===== src/iks_pkg.sv =====
// ----------------------------------------------------------------------------
// iks_pkg
// Shared types and constants for the integer key set table.
// ----------------------------------------------------------------------------
package iks_pkg;

  localparam int unsigned CAPACITY_DEF = 64;
  localparam int unsigned KEY_W        = 32;
  localparam int unsigned COUNT_W      = 7;
  localparam logic [COUNT_W-1:0] COUNT_MAX = 7'd127;

  // request op codes as they appear on the port
  localparam logic [1:0] OP_ADD    = 2'd0;
  localparam logic [1:0] OP_REMOVE = 2'd1;

  typedef enum logic [1:0] {
    KIND_ADD    = 2'd0,
    KIND_REMOVE = 2'd1,
    KIND_LOOKUP = 2'd2
  } kind_e;

  typedef struct packed {
    logic [1:0]              op;
    logic signed [KEY_W-1:0] key;
  } req_t;

  typedef struct packed {
    logic               was_present;
    logic               status;
    logic [COUNT_W-1:0] entry_count;
  } rsp_t;

  typedef struct packed {
    kind_e            kind;
    logic [KEY_W-1:0] key;
  } cmd_t;

  // queue head as seen by the back end
  typedef struct packed {
    logic valid;
    cmd_t cmd;
  } q_head_t;

  typedef enum logic [4:0] {
    ST_CLEAR = 5'b00001,
    ST_IDLE  = 5'b00010,
    ST_SCAN  = 5'b00100,
    ST_DRAIN = 5'b01000,
    ST_WRITE = 5'b10000
  } back_state_e;

endpackage


===== src/iks_ram.sv =====
// ----------------------------------------------------------------------------
// iks_ram
// Generic single-port RAM, one access per cycle, registered read data.
// ----------------------------------------------------------------------------
module iks_ram #(
  parameter int unsigned WIDTH = 33,
  parameter int unsigned DEPTH = 64
) (
  input  logic                     clk_i,
  input  logic                     we_i,
  input  logic [$clog2(DEPTH)-1:0] addr_i,
  input  logic [WIDTH-1:0]         wdata_i,
  output logic [WIDTH-1:0]         rdata_o
);

  logic [WIDTH-1:0] mem_q [DEPTH];

  always_ff @(posedge clk_i) begin
    if (we_i) begin
      mem_q[addr_i] <= wdata_i;
    end
    rdata_o <= mem_q[addr_i];
  end

endmodule


===== src/iks_front.sv =====
// ----------------------------------------------------------------------------
// iks_front
// Takes requests, decodes the op into a command kind and holds commands in
// a two-entry queue for the back end.
// ----------------------------------------------------------------------------
module iks_front (
  input  logic              clk_i,
  input  logic              rst_ni,
  input  logic              start,
  input  iks_pkg::req_t     req_i,
  input  logic              clearing_i,
  input  logic              pop_i,
  output logic              busy,
  output iks_pkg::q_head_t  head_o
);

  localparam int unsigned QDEPTH = 2;
  localparam int unsigned PW     = $clog2(QDEPTH);

  iks_pkg::cmd_t     entry_q [QDEPTH];
  logic [PW-1:0]     wr_ptr_q, rd_ptr_q;
  logic [PW:0]       fill_q, fill_d;
  logic              push;
  logic              pop;
  logic              full;
  iks_pkg::cmd_t     cmd_in;

  // op 3 has no meaning of its own and behaves as a lookup
  always_comb begin
    cmd_in.key = req_i.key;
    case (req_i.op)
      iks_pkg::OP_ADD:    cmd_in.kind = iks_pkg::KIND_ADD;
      iks_pkg::OP_REMOVE: cmd_in.kind = iks_pkg::KIND_REMOVE;
      default:            cmd_in.kind = iks_pkg::KIND_LOOKUP;
    endcase
  end

  assign full   = (fill_q == (PW+1)'(QDEPTH));
  assign busy   = full | clearing_i;
  assign push   = start & ~busy;
  assign pop    = pop_i & (fill_q != '0);

  assign head_o.valid = (fill_q != '0);
  assign head_o.cmd   = entry_q[rd_ptr_q];

  always_comb begin
    fill_d = fill_q;
    case ({push, pop})
      2'b10:   fill_d = fill_q + 1'b1;
      2'b01:   fill_d = fill_q - 1'b1;
      default: fill_d = fill_q;
    endcase
  end

  always_ff @(posedge clk_i or negedge rst_ni) begin
    if (!rst_ni) begin
      wr_ptr_q <= '0;
      rd_ptr_q <= '0;
      fill_q   <= '0;
    end else begin
      fill_q <= fill_d;
      if (push) begin
        wr_ptr_q <= wr_ptr_q + 1'b1;
      end
      if (pop) begin
        rd_ptr_q <= rd_ptr_q + 1'b1;
      end
    end
  end

  always_ff @(posedge clk_i) begin
    if (push) begin
      entry_q[wr_ptr_q] <= cmd_in;
    end
  end

endmodule


===== src/iks_back.sv =====
// ----------------------------------------------------------------------------
// iks_back
// Executes commands: clears the slot memory after reset, scans every slot
// for the key and the lowest free slot, then writes back and reports.
// ----------------------------------------------------------------------------
module iks_back #(
  parameter int unsigned CAPACITY = iks_pkg::CAPACITY_DEF
) (
  input  logic              clk_i,
  input  logic              rst_ni,
  input  iks_pkg::q_head_t  head_i,
  output logic              pop_o,
  output logic              clearing_o,
  output logic              res_valid_o,
  output iks_pkg::rsp_t     rsp_o
);

  localparam int unsigned AW = (CAPACITY > 1) ? $clog2(CAPACITY) : 1;
  localparam int unsigned CW = $clog2(CAPACITY + 1);
  localparam int unsigned DW = iks_pkg::KEY_W + 1;
  localparam logic [AW-1:0] LAST_IDX = AW'(CAPACITY - 1);

  iks_pkg::back_state_e state_q, state_d;
  logic [AW-1:0]        idx_q, idx_d;
  logic                 cmp_vld_q, cmp_vld_d;
  logic [AW-1:0]        cmp_idx_q, cmp_idx_d;
  logic                 hit_q, hit_d;
  logic [AW-1:0]        hit_idx_q, hit_idx_d;
  logic                 free_q, free_d;
  logic [AW-1:0]        free_idx_q, free_idx_d;
  iks_pkg::cmd_t        cmd_q, cmd_d;
  logic [CW-1:0]        held_q, held_d;
  logic                 res_valid_q, res_valid_d;
  iks_pkg::rsp_t        rsp_q, rsp_d;

  logic                 ram_we;
  logic [AW-1:0]        ram_addr;
  logic [DW-1:0]        ram_wdata;
  logic [DW-1:0]        ram_rdata;
  logic                 slot_valid;
  logic                 do_add, add_full, do_rm;

  iks_ram #(
    .WIDTH (DW),
    .DEPTH (CAPACITY)
  ) u_slots (
    .clk_i   (clk_i),
    .we_i    (ram_we),
    .addr_i  (ram_addr),
    .wdata_i (ram_wdata),
    .rdata_o (ram_rdata)
  );

  assign slot_valid = ram_rdata[DW-1];

  assign do_add   = (cmd_q.kind == iks_pkg::KIND_ADD) & ~hit_q & free_q;
  assign add_full = (cmd_q.kind == iks_pkg::KIND_ADD) & ~hit_q & ~free_q;
  assign do_rm    = (cmd_q.kind == iks_pkg::KIND_REMOVE) & hit_q;

  always_comb begin
    state_d     = state_q;
    idx_d       = idx_q;
    cmp_vld_d   = 1'b0;
    cmp_idx_d   = cmp_idx_q;
    hit_d       = hit_q;
    hit_idx_d   = hit_idx_q;
    free_d      = free_q;
    free_idx_d  = free_idx_q;
    cmd_d       = cmd_q;
    held_d      = held_q;
    res_valid_d = 1'b0;
    rsp_d       = rsp_q;
    ram_we      = 1'b0;
    ram_addr    = idx_q;
    ram_wdata   = '0;
    pop_o       = 1'b0;

    // compare stage, in the cycle after the read address
    if (cmp_vld_q) begin
      if (slot_valid && (ram_rdata[DW-2:0] == cmd_q.key) && !hit_q) begin
        hit_d     = 1'b1;
        hit_idx_d = cmp_idx_q;
      end
      if (!slot_valid && !free_q) begin
        free_d     = 1'b1;
        free_idx_d = cmp_idx_q;
      end
    end

    case (state_q)
      iks_pkg::ST_CLEAR: begin
        ram_we = 1'b1;
        idx_d  = idx_q + 1'b1;
        if (idx_q == LAST_IDX) begin
          idx_d   = '0;
          state_d = iks_pkg::ST_IDLE;
        end
      end
      iks_pkg::ST_IDLE: begin
        if (head_i.valid) begin
          pop_o   = 1'b1;
          cmd_d   = head_i.cmd;
          idx_d   = '0;
          hit_d   = 1'b0;
          free_d  = 1'b0;
          state_d = iks_pkg::ST_SCAN;
        end
      end
      iks_pkg::ST_SCAN: begin
        cmp_vld_d = 1'b1;
        cmp_idx_d = idx_q;
        idx_d     = idx_q + 1'b1;
        if (idx_q == LAST_IDX) begin
          idx_d   = '0;
          state_d = iks_pkg::ST_DRAIN;
        end
      end
      iks_pkg::ST_DRAIN: begin
        state_d = iks_pkg::ST_WRITE;
      end
      iks_pkg::ST_WRITE: begin
        if (do_add) begin
          ram_we    = 1'b1;
          ram_addr  = free_idx_q;
          ram_wdata = {1'b1, cmd_q.key};
          held_d    = held_q + 1'b1;
        end else if (do_rm) begin
          ram_we    = 1'b1;
          ram_addr  = hit_idx_q;
          held_d    = held_q - 1'b1;
        end
        res_valid_d       = 1'b1;
        rsp_d.was_present = hit_q;
        rsp_d.status      = add_full;
        if (CW > iks_pkg::COUNT_W && held_d > CW'(iks_pkg::COUNT_MAX)) begin
          rsp_d.entry_count = iks_pkg::COUNT_MAX;
        end else begin
          rsp_d.entry_count = iks_pkg::COUNT_W'(held_d);
        end
        state_d = iks_pkg::ST_IDLE;
      end
      default: begin
        state_d = iks_pkg::ST_IDLE;
      end
    endcase
  end

  always_ff @(posedge clk_i or negedge rst_ni) begin
    if (!rst_ni) begin
      state_q     <= iks_pkg::ST_CLEAR;
      idx_q       <= '0;
      cmp_vld_q   <= 1'b0;
      hit_q       <= 1'b0;
      free_q      <= 1'b0;
      held_q      <= '0;
      res_valid_q <= 1'b0;
    end else begin
      state_q     <= state_d;
      idx_q       <= idx_d;
      cmp_vld_q   <= cmp_vld_d;
      hit_q       <= hit_d;
      free_q      <= free_d;
      held_q      <= held_d;
      res_valid_q <= res_valid_d;
    end
  end

  always_ff @(posedge clk_i) begin
    cmp_idx_q  <= cmp_idx_d;
    hit_idx_q  <= hit_idx_d;
    free_idx_q <= free_idx_d;
    cmd_q      <= cmd_d;
    rsp_q      <= rsp_d;
  end

  assign clearing_o  = (state_q == iks_pkg::ST_CLEAR);
  assign res_valid_o = res_valid_q;
  assign rsp_o       = rsp_q;

endmodule


===== src/integer_key_set_table.sv =====
// ----------------------------------------------------------------------------
// integer_key_set_table
// Bounded set of signed 32-bit keys with add, remove and contains.
// ----------------------------------------------------------------------------
// A request (op, key) transfers on a clock edge with start high and busy
// low. Ops: 0 add, 1 remove, 2 contains (3 behaves as contains). Requests
// go into a two-entry queue; the back end takes them one at a time.
// Each request yields one result on rsp_o, shown for a single cycle with
// res_valid_o high; the receiver cannot stall, so nothing backs up there.
// Per request the back end scans all CAPACITY slots through one RAM port,
// one slot a cycle, after picking the request up from the queue; a drain
// state then finishes the compare and a write state writes back and
// raises the result strobe. The back end takes no new request from the
// queue until it is done with the current one; the queue still fills.
// After reset the slot memory is cleared, one slot a cycle; busy stays
// high during that pass.
// ----------------------------------------------------------------------------
module integer_key_set_table #(
  parameter int unsigned CAPACITY = iks_pkg::CAPACITY_DEF
) (
  input  logic          clk_i,
  input  logic          rst_ni,
  input  logic          start,
  input  iks_pkg::req_t req_i,
  output logic          busy,
  output logic          res_valid_o,
  output iks_pkg::rsp_t rsp_o
);

  iks_pkg::q_head_t head;
  logic             pop;
  logic             clearing;

  iks_front u_front (
    .clk_i      (clk_i),
    .rst_ni     (rst_ni),
    .start      (start),
    .req_i      (req_i),
    .clearing_i (clearing),
    .pop_i      (pop),
    .busy       (busy),
    .head_o     (head)
  );

  iks_back #(
    .CAPACITY (CAPACITY)
  ) u_back (
    .clk_i       (clk_i),
    .rst_ni      (rst_ni),
    .head_i      (head),
    .pop_o       (pop),
    .clearing_o  (clearing),
    .res_valid_o (res_valid_o),
    .rsp_o       (rsp_o)
  );

endmodule


===== config.mk =====
export PLATFORM = sky130hd
export DESIGN_NAME = integer_key_set_table
export DESIGN_NICKNAME = d
export VERILOG_FILES = /design/src/iks_pkg.sv /design/src/iks_ram.sv /design/src/iks_front.sv /design/src/iks_back.sv /design/src/integer_key_set_table.sv
export SDC_FILE = /design/constraint.sdc
export NUM_CORES = 2
export LEC_CHECK = 0
export BUFFER_PORTS_ARGS = -buffer_cell sky130_fd_sc_hd__buf_2
export CORE_ASPECT_RATIO = 0.6
export CORE_UTILIZATION = 35
export CTS_BUF_LIST = sky130_fd_sc_hd__clkbuf_4 sky130_fd_sc_hd__clkbuf_8
export DETAILED_ROUTE_END_ITERATION = 12
export PLACE_DENSITY_LB_ADDON = 0.2
export SETUP_SLACK_MARGIN = 0.5
export SLEW_MARGIN = 20
export SYNTH_ARGS = -nofsm -noshare
export SYNTH_HDL_FRONTEND = slang
export SYNTH_SLANG_ARGS = --single-unit
export TNS_END_PERCENT = 20

===== constraint.sdc =====
create_clock -name clk_i -period 5.27 [get_ports clk_i]
set_input_delay 0 -clock clk_i [delete_from_list [all_inputs] [get_ports clk_i]]
set_output_delay 0 -clock clk_i [all_outputs]
set_load 0.01 [all_outputs]

; ---- Yosys cells after proc, flatten, opt, wreduce, memory -nomap -nowiden
; Memories as Yosys holds them, arrays and structs flattened. A register that Yosys moved wholly into a read port is not among the register bits.
; Index checks and enable logic that the tools add are counted.
[classes]
addsub = 7
n_eq_ne = 15
n_mux = 35
n_bitwise = 10
reduce_logical = 17
[ops]
columns = operator, n
row1 = 2-to-1 mux 33 bit, 2
row2 = == test 32 bit, 1
row3 = 2-to-1 mux 6 bit, 5
row4 = one-hot mux 5 bit (4 select lines), 1
row5 = 2-to-1 mux 1 bit, 18
row6 = 2-to-1 mux 5 bit, 3
row7 = 2-to-1 mux 7 bit, 2
row8 = one-hot mux 6 bit (2 select lines), 1
row9 = one-hot mux 2 bit (2 select lines), 2
row10 = AND reduction 2 bit, 4
row11 = adder 7 x 1 -> 7 bit (second input constant), 1
row12 = subtractor 7 x 1 -> 7 bit (second input constant), 1
row13 = adder 6 x 1 -> 6 bit (second input constant), 1
row14 = bitwise AND 1 bit, 6
row15 = == test 2 x 1 -> 1 bit (second input constant), 3
row16 = == test 6 bit (second input constant), 1
row17 = nonzero test 2 bit, 3
row18 = == test 5 x 1 -> 1 bit (second input constant), 1
row19 = == test 5 x 2 -> 1 bit (second input constant), 1
row20 = == test 5 x 3 -> 1 bit (second input constant), 1
row21 = == test 5 x 4 -> 1 bit (second input constant), 1
row22 = == test 5 bit (second input constant), 1
row23 = == test 2 bit (second input constant), 2
row24 = zero test 2 bit, 2
row25 = 12 further kinds, 20
[totals]
register_bits = 53
ram_bits = 2180
inputBits = 37
out_inout_bits = 11
elab_cells = 102
n_memories = 2
[mem_list]
columns = name, words, word_bits, rd, rd_clocked_by_memory_dff, write_ports, line
row1 = u_back.u_slots.mem_q, 64, 33, 1, 1, 1, iks_ram.sv:16  ; logic [WIDTH-1:0] mem_q [DEPTH];
row2 = u_front.entry_q, 2, 34, 1, 1, 1, iks_front.sv:20  ; iks_pkg::cmd_t entry_q [QDEPTH];

; ---- Logic depth before layout (Yosys ltp)
[depth]
depth_word = 7
ltp_mapped = 15
mapped_depth_nobuf = 9

; ---- Modules after synthesis
; From an unflattened synthesis, not the netlist that was laid out.
[unflattened]
cells_unflattened = 4947
area_unflattened_um2 = 87575.2
[modules_own_cells]
columns = mod, n_inst, cells_per_inst, area_per_inst_um2, seq_area_each_um2
row1 = iks_ram, 1, 4527, 81125.3, 64081.5
row2 = iks_back, 1, 293, 3759.9, 2383.5
row3 = iks_front, 1, 127, 2690.1, 2142.1

; ---- Worst setup path before layout
; OpenSTA, ideal clock, no wires.
[synth_timing]
path_kind = reg-to-reg
start = register u_back.hit_q
end = memory u_back.u_slots.mem_q[2][0], enable pin
setup_ns = 0.423
arrival_ns = 3.914
setup_slack_ns = 0.932
stages_incl_launch_ff = 11
n_path_buf = 5
synth_period_minus_slack_ns = 4.338
cell_sequence = dfrtp_1 buf_2 nor4b_4 o211a_1 buf_6 o21a_1 buf_2 clkbuf_1 clkbuf_1 nand3_1 nor2_1
[synth_between]
elab_chain_len = 7
elab_cells_between_ends = 12
[synth_lines]
columns = element, line
row1 = start: declaration, iks_back.sv:27  ; logic hit_q, hit_d;
row2 = start signal: assignment, iks_back.sv:161  ; hit_q <= hit_d;
row3 = inverter 1 bit, iks_back.sv:56  ; assign do_add = (cmd_q.kind == iks_pkg::KIND_ADD) & ~hit_q & free_q;
row4 = bitwise AND 1 bit (2 in a row), iks_back.sv:56
row5 = 2-to-1 mux 1 bit, iks_back.sv:122  ; if (do_add) begin
row6 = one-hot mux 1 bit (2 select lines), iks_back.sv:90  ; case (state_q)
row7 = 2-to-1 mux 1 bit, iks_ram.sv:19  ; if (we_i) begin
row8 = 2-to-1 mux 1 bit (implied by the code), iks_ram.sv:20  ; mem_q[addr_i] <= wdata_i;
row9 = end: declaration, iks_ram.sv:16
; Several ways; a longest one is shown, not always the timed one.

; ---- Final worst setup path
[layout_timing]
start = register u_back.cmd_q[33] (netlist name)
end = register u_back.u_slots.rdata_o[16] (read register of u_back.u_slots.mem_q)
[layout_between]
elab_chain_len = 5
elab_cells_between_ends = 8
[layout_lines]
columns = element, line
row1 = start: declaration, iks_back.sv:31  ; iks_pkg::cmd_t cmd_q, cmd_d;
row2 = start signal: assignment, iks_back.sv:172  ; cmd_q <= cmd_d;
row3 = == test 2 x 1 -> 1 bit or zero test 2 bit (tied branches), "iks_back.sv:58, iks_back.sv:56"
row4 = bitwise AND 1 bit (on tied branches), "iks_back.sv:58, iks_back.sv:56"
row5 = 2-to-1 mux 6 bit or bitwise AND 1 bit (tied branches), "iks_back.sv:127, iks_back.sv:56"
row6 = 2-to-1 mux 6 bit (*), iks_back.sv:122
row7 = 2-to-1 mux 6 bit (*), iks_back.sv:90
row8 = end: declaration, iks_ram.sv:13  ; output logic [WIDTH-1:0] rdata_o
; Mark *: on every way between the ends. The rest lies on a longest branch, timed or not.
; A chain may end at the register's enable or synchronous reset.

==> flow_summary.ini <==
[outcome]
outcome = finished, final reports clean

[drt]
wl_um = 253200
wl_per_cell_um = 31.98
drc_errors = 0
dr.pass1.iters = 5
via_per_inst = 5.509
antenna_left = 0
vias = 43620
drt_iter0_markers = 5690

[global_route]
antenna_found_initial = 20
grtUsageTotal_pct = 20.08
use_met3_pct = 4.443
grt_pass1_vias = 43280
grt-ovfl-total = 0
top_usage_layer = met1
grt_pass1_wl_um = 351300
grt_max_degree = 76
grt_use_met2_pct = 27.74
use_met1_pct = 32.26

[cells_and_area]
nNetsFinal = 4417
drive_gt1_share_pct = 32.10
syn_to_final_growth_pct = 16.28
final_util_pct = 40.91
final_cell_area_um2 = 100700
stdcell_count = 7917

[sta]
fin_setup_tns_ns = 0
clock_skew_ns = 0.04034
hold_viol_final = 0
holdWs_ns = 0.2794
slew_violations = 0
setup_ws_ns = 0.6187
fmax_mhz = 215.0
fin_crit_sh_pct = 88.26
slew_headroom_pct = 25.82
grt_setup_unrepaired = yes
tightest_slew_ns = 1.107
min_period_ns = 4.651
setup_viol = 0

[hold_path]
min_path_type = primary input to flip-flop
worstHoldStart = start
hold_depth = 4

[synthesis]
synth_warnings = 0
ys.flop_type = edfxtp_1
synth_top_family_by_area = multiplexers
synth_simple_gate_area_share_pct = 2.655
synth_largest_area_cell = edfxtp_1
yosysSeqAreaShare_pct = 79.24
synthArstFlopShare_pct = 1.130
synth_area_um2 = 86580
synth_seq_cells = 2300
synth_adder_area_share_pct = 0.05780
syn_nets = 3923
synth_top_area_share_pct = 77.72
avgSynthCellArea_um2 = 22.30
synth_edf_count = 2241
synthTopCellsByArea = edfxtp_1 (78%), mux4_2 (13%), a22oi_1 (2.0%), dfxtp_1 (0.76%), dfrtp_1 (0.72%)
synth_mux_area_share_pct = 13.94
synth_cells = 3882
ys_types = 61
synthXorXnorAreaFrac_pct = 0.5159
synth-compound-area-share_pct = 2.510

[power_and_ir_drop]
p_sw_mw = 7.088
p_int_mw = 27.22
combPwrFrac_pct = 0.9
powerDensity_nw_per_um2 = 340.8
finalPower_mw = 34.31
leakage_nw = 25.74
seq_power_share_pct = 58.2
worst_ir_drop_vdd_mv = 0.2187
power_frac_clock_pct = 41.0
swShare_pct = 20.66

[critical_path]
end_kind = flip-flop
crit_slowest_cell = o32a_1
cp_cell_sequence = nor4b_4, o211a_1, o32a_1, nor3_2, buf_4, buf_4, a22oi_1, nand4_1, or3_1
r2r-end = u_back.u_slots.rdata_o[16]$_DFF_P_
critPathRequiredTime_ns = 6.10
path_depth = 9
cp_top_family = simple AND/OR/NAND/NOR gates
cpMostUsedCell = buf_4
path_max_fanout = 20
worst_ep_arrival_time_ns = 5.48
crit_buf_inv = 2
endpoint = u_back.u_slots.rdata_o[16]$_DFF_P_
start_kind = flip-flop
r2r_start = u_back.cmd_q[33]$_DFFE_PP_
rr_worst_depth = 9
rrSetupSlack_ns = 0.62
max_stage_delay_ns = 0.69
critical_path_class = flip-flop to flip-flop
crit_start = u_back.cmd_q[33]$_DFFE_PP_

[cts]
path_clk_slew_ns = 0.07
cts_tree = built
cts-root-buf = clkbuf_8
cts_buffers = 327
htreeDepth = 5
cts_sinks = 2300
clockBufferDepth = 4
clk_latency_ns = 0.96

[run]
maxCapViolations = 0

[floorplanning]
die_area_um2 = 249400
start_util_pct = 35.18
ios = 48
die_h_um = 387.3
row_count = 141
core_area_um2 = 246100
dieWidth_um = 644.1

[place]
dpl-instance-area_um2 = 93460
dp_hpwl_um = 141300
pre_cts_ws_ns = 0.2425
gp_congestion = 0.7890
port_buffers = 47
dp_cells = 7255
## cells in the final DEF (no fill, tap or decap), types with 7 or more instances in the layout
cell	synthesis	layout
clkinv_1	0	74
clkinvlp_4	0	10
nor3_2	0	8
nand2_1	153	153
nor2_1	97	28
xor2_1	32	32
and3_1	13	8
clkinv_2	0	21
nor4_1	8	7
nor2_4	0	69
and2_2	0	19
xnor2_1	19	19
buf_12	0	82
a32oi_1	8	8
clkbuf_4	0	116
or3_1	33	33
mux2_2	34	34
dfrtp_1	25	25
buf_2	52	47
nand3b_1	7	7
a21oi_1	14	14
edfxtp_1	2241	2241
inv_1	10	10
buf_4	12	167
dlygate4sd3_1	0	72
a22oi_1	226	225
nand4_1	38	38
nand3_1	42	42
and2_4	0	13
mux4_2	518	518
o21ai_0	10	9
clkbuf_8	0	348
dfxtp_1	33	33
## layout make-up
class / instances / area [um2]
well taps: 3289 / 4115
inverters: 10 / 37.54
repair buffers: 368 / 3851
diodes: 2 / 5.005
flip-flops and latches: 2300 / 68610
clock buffers: 464 / 5660
clock inverters: 115 / 654.4
multi-input cells: 1369 / 17750
fillers: 21530 / 145400
## tightest hold or removal path: stages
cell and delay (ns):
dlygate4sd3_1 0.61, buf_2 0.15, o211ai_1 0.31, xnor2_1 0.11
## metal layers
layer  routed length, um  share of wire, %  up-vias
met3               21300               8.4      299
li1                    -                 -    17410
met4                4131               1.6        0
met2              106300                42     1969
met1              121500                48    23940
met5                   0                 0        -
## cell families after synthesis
| group | Yosys count |
|---|---|
| flops | 2300 |
| mux | 554 |
| simple gates | 468 |
| compound gates | 292 |
| buf+inv | 213 |
| xor+xnor | 51 |
| fa+ha+maj | 4 |
## flip-flops by register name (all words and copies together) (netlist names), 5 cells and up
name	cells
u_back.state_q	5
u_back.cmd_q	34
u_back.free_idx_q	6
u_front.entry_q	68
u_back.cmp_idx_q	6
u_back.u_slots.rdata_o	33
u_back.rsp_o	9
u_back.u_slots.mem_q	2112
u_back.held_q	7
u_back.hit_idx_q	6
u_back.idx_q	6
## what timing repair did
action	CTS	global route
pin swaps	2	1
resized for setup	0	2
buffers inserted	5	1
cloned	0	0
hold buffers	73	0
setup endpoints to repair	7	24
hold endpoints to repair	165	0
## Yosys cell counts (all sizes together) (14+ instances only)
master / instances
and2: 37
nor2: 97
nand3: 42
or3: 33
nand2: 153
a21oi: 14
dfxtp: 33
clkbuf: 117
nand4: 38
dfrtp: 25
edfxtp: 2241
xor2: 32
xnor2: 19
mux4: 518
mux2: 34
a22oi: 226
buf: 86
## power by group through the flow
| stage | registers [mW] | logic, mW | clock network [mW] |
|---|---|---|---|
| floorplan | 20.3 | 0.126 | 0 |
| global placement | 20.4 | 0.229 | 0 |
| detailed placement | 20.4 | 0.231 | 0 |
| CTS | 20.0 | 0.278 | 14.3 |
| global route | 20.0 | 0.320 | 15.1 |
| finish | 20.0 | 0.299 | 14.1 |
## how the worst min path moves through the flow
| stage | end | slack, ns |
|---|---|---|
| global route | u_front.wr_ptr_q$_DFFE_PN0N_ | 0.22 |
| CTS | u_front.wr_ptr_q$_DFFE_PN0N_ | 0.16 |
| detailed placement | u_front.wr_ptr_q$_DFFE_PN0N_ | 0.06 |
| finish | u_front.wr_ptr_q$_DFFE_PN0N_ | 0.28 |
| floorplan | u_back.cmp_vld_q$_DFF_PN0_ | -0.30 |
| global placement | u_front.wr_ptr_q$_DFFE_PN0N_ | 0.07 |
Power figures use the tool's default switching activity.
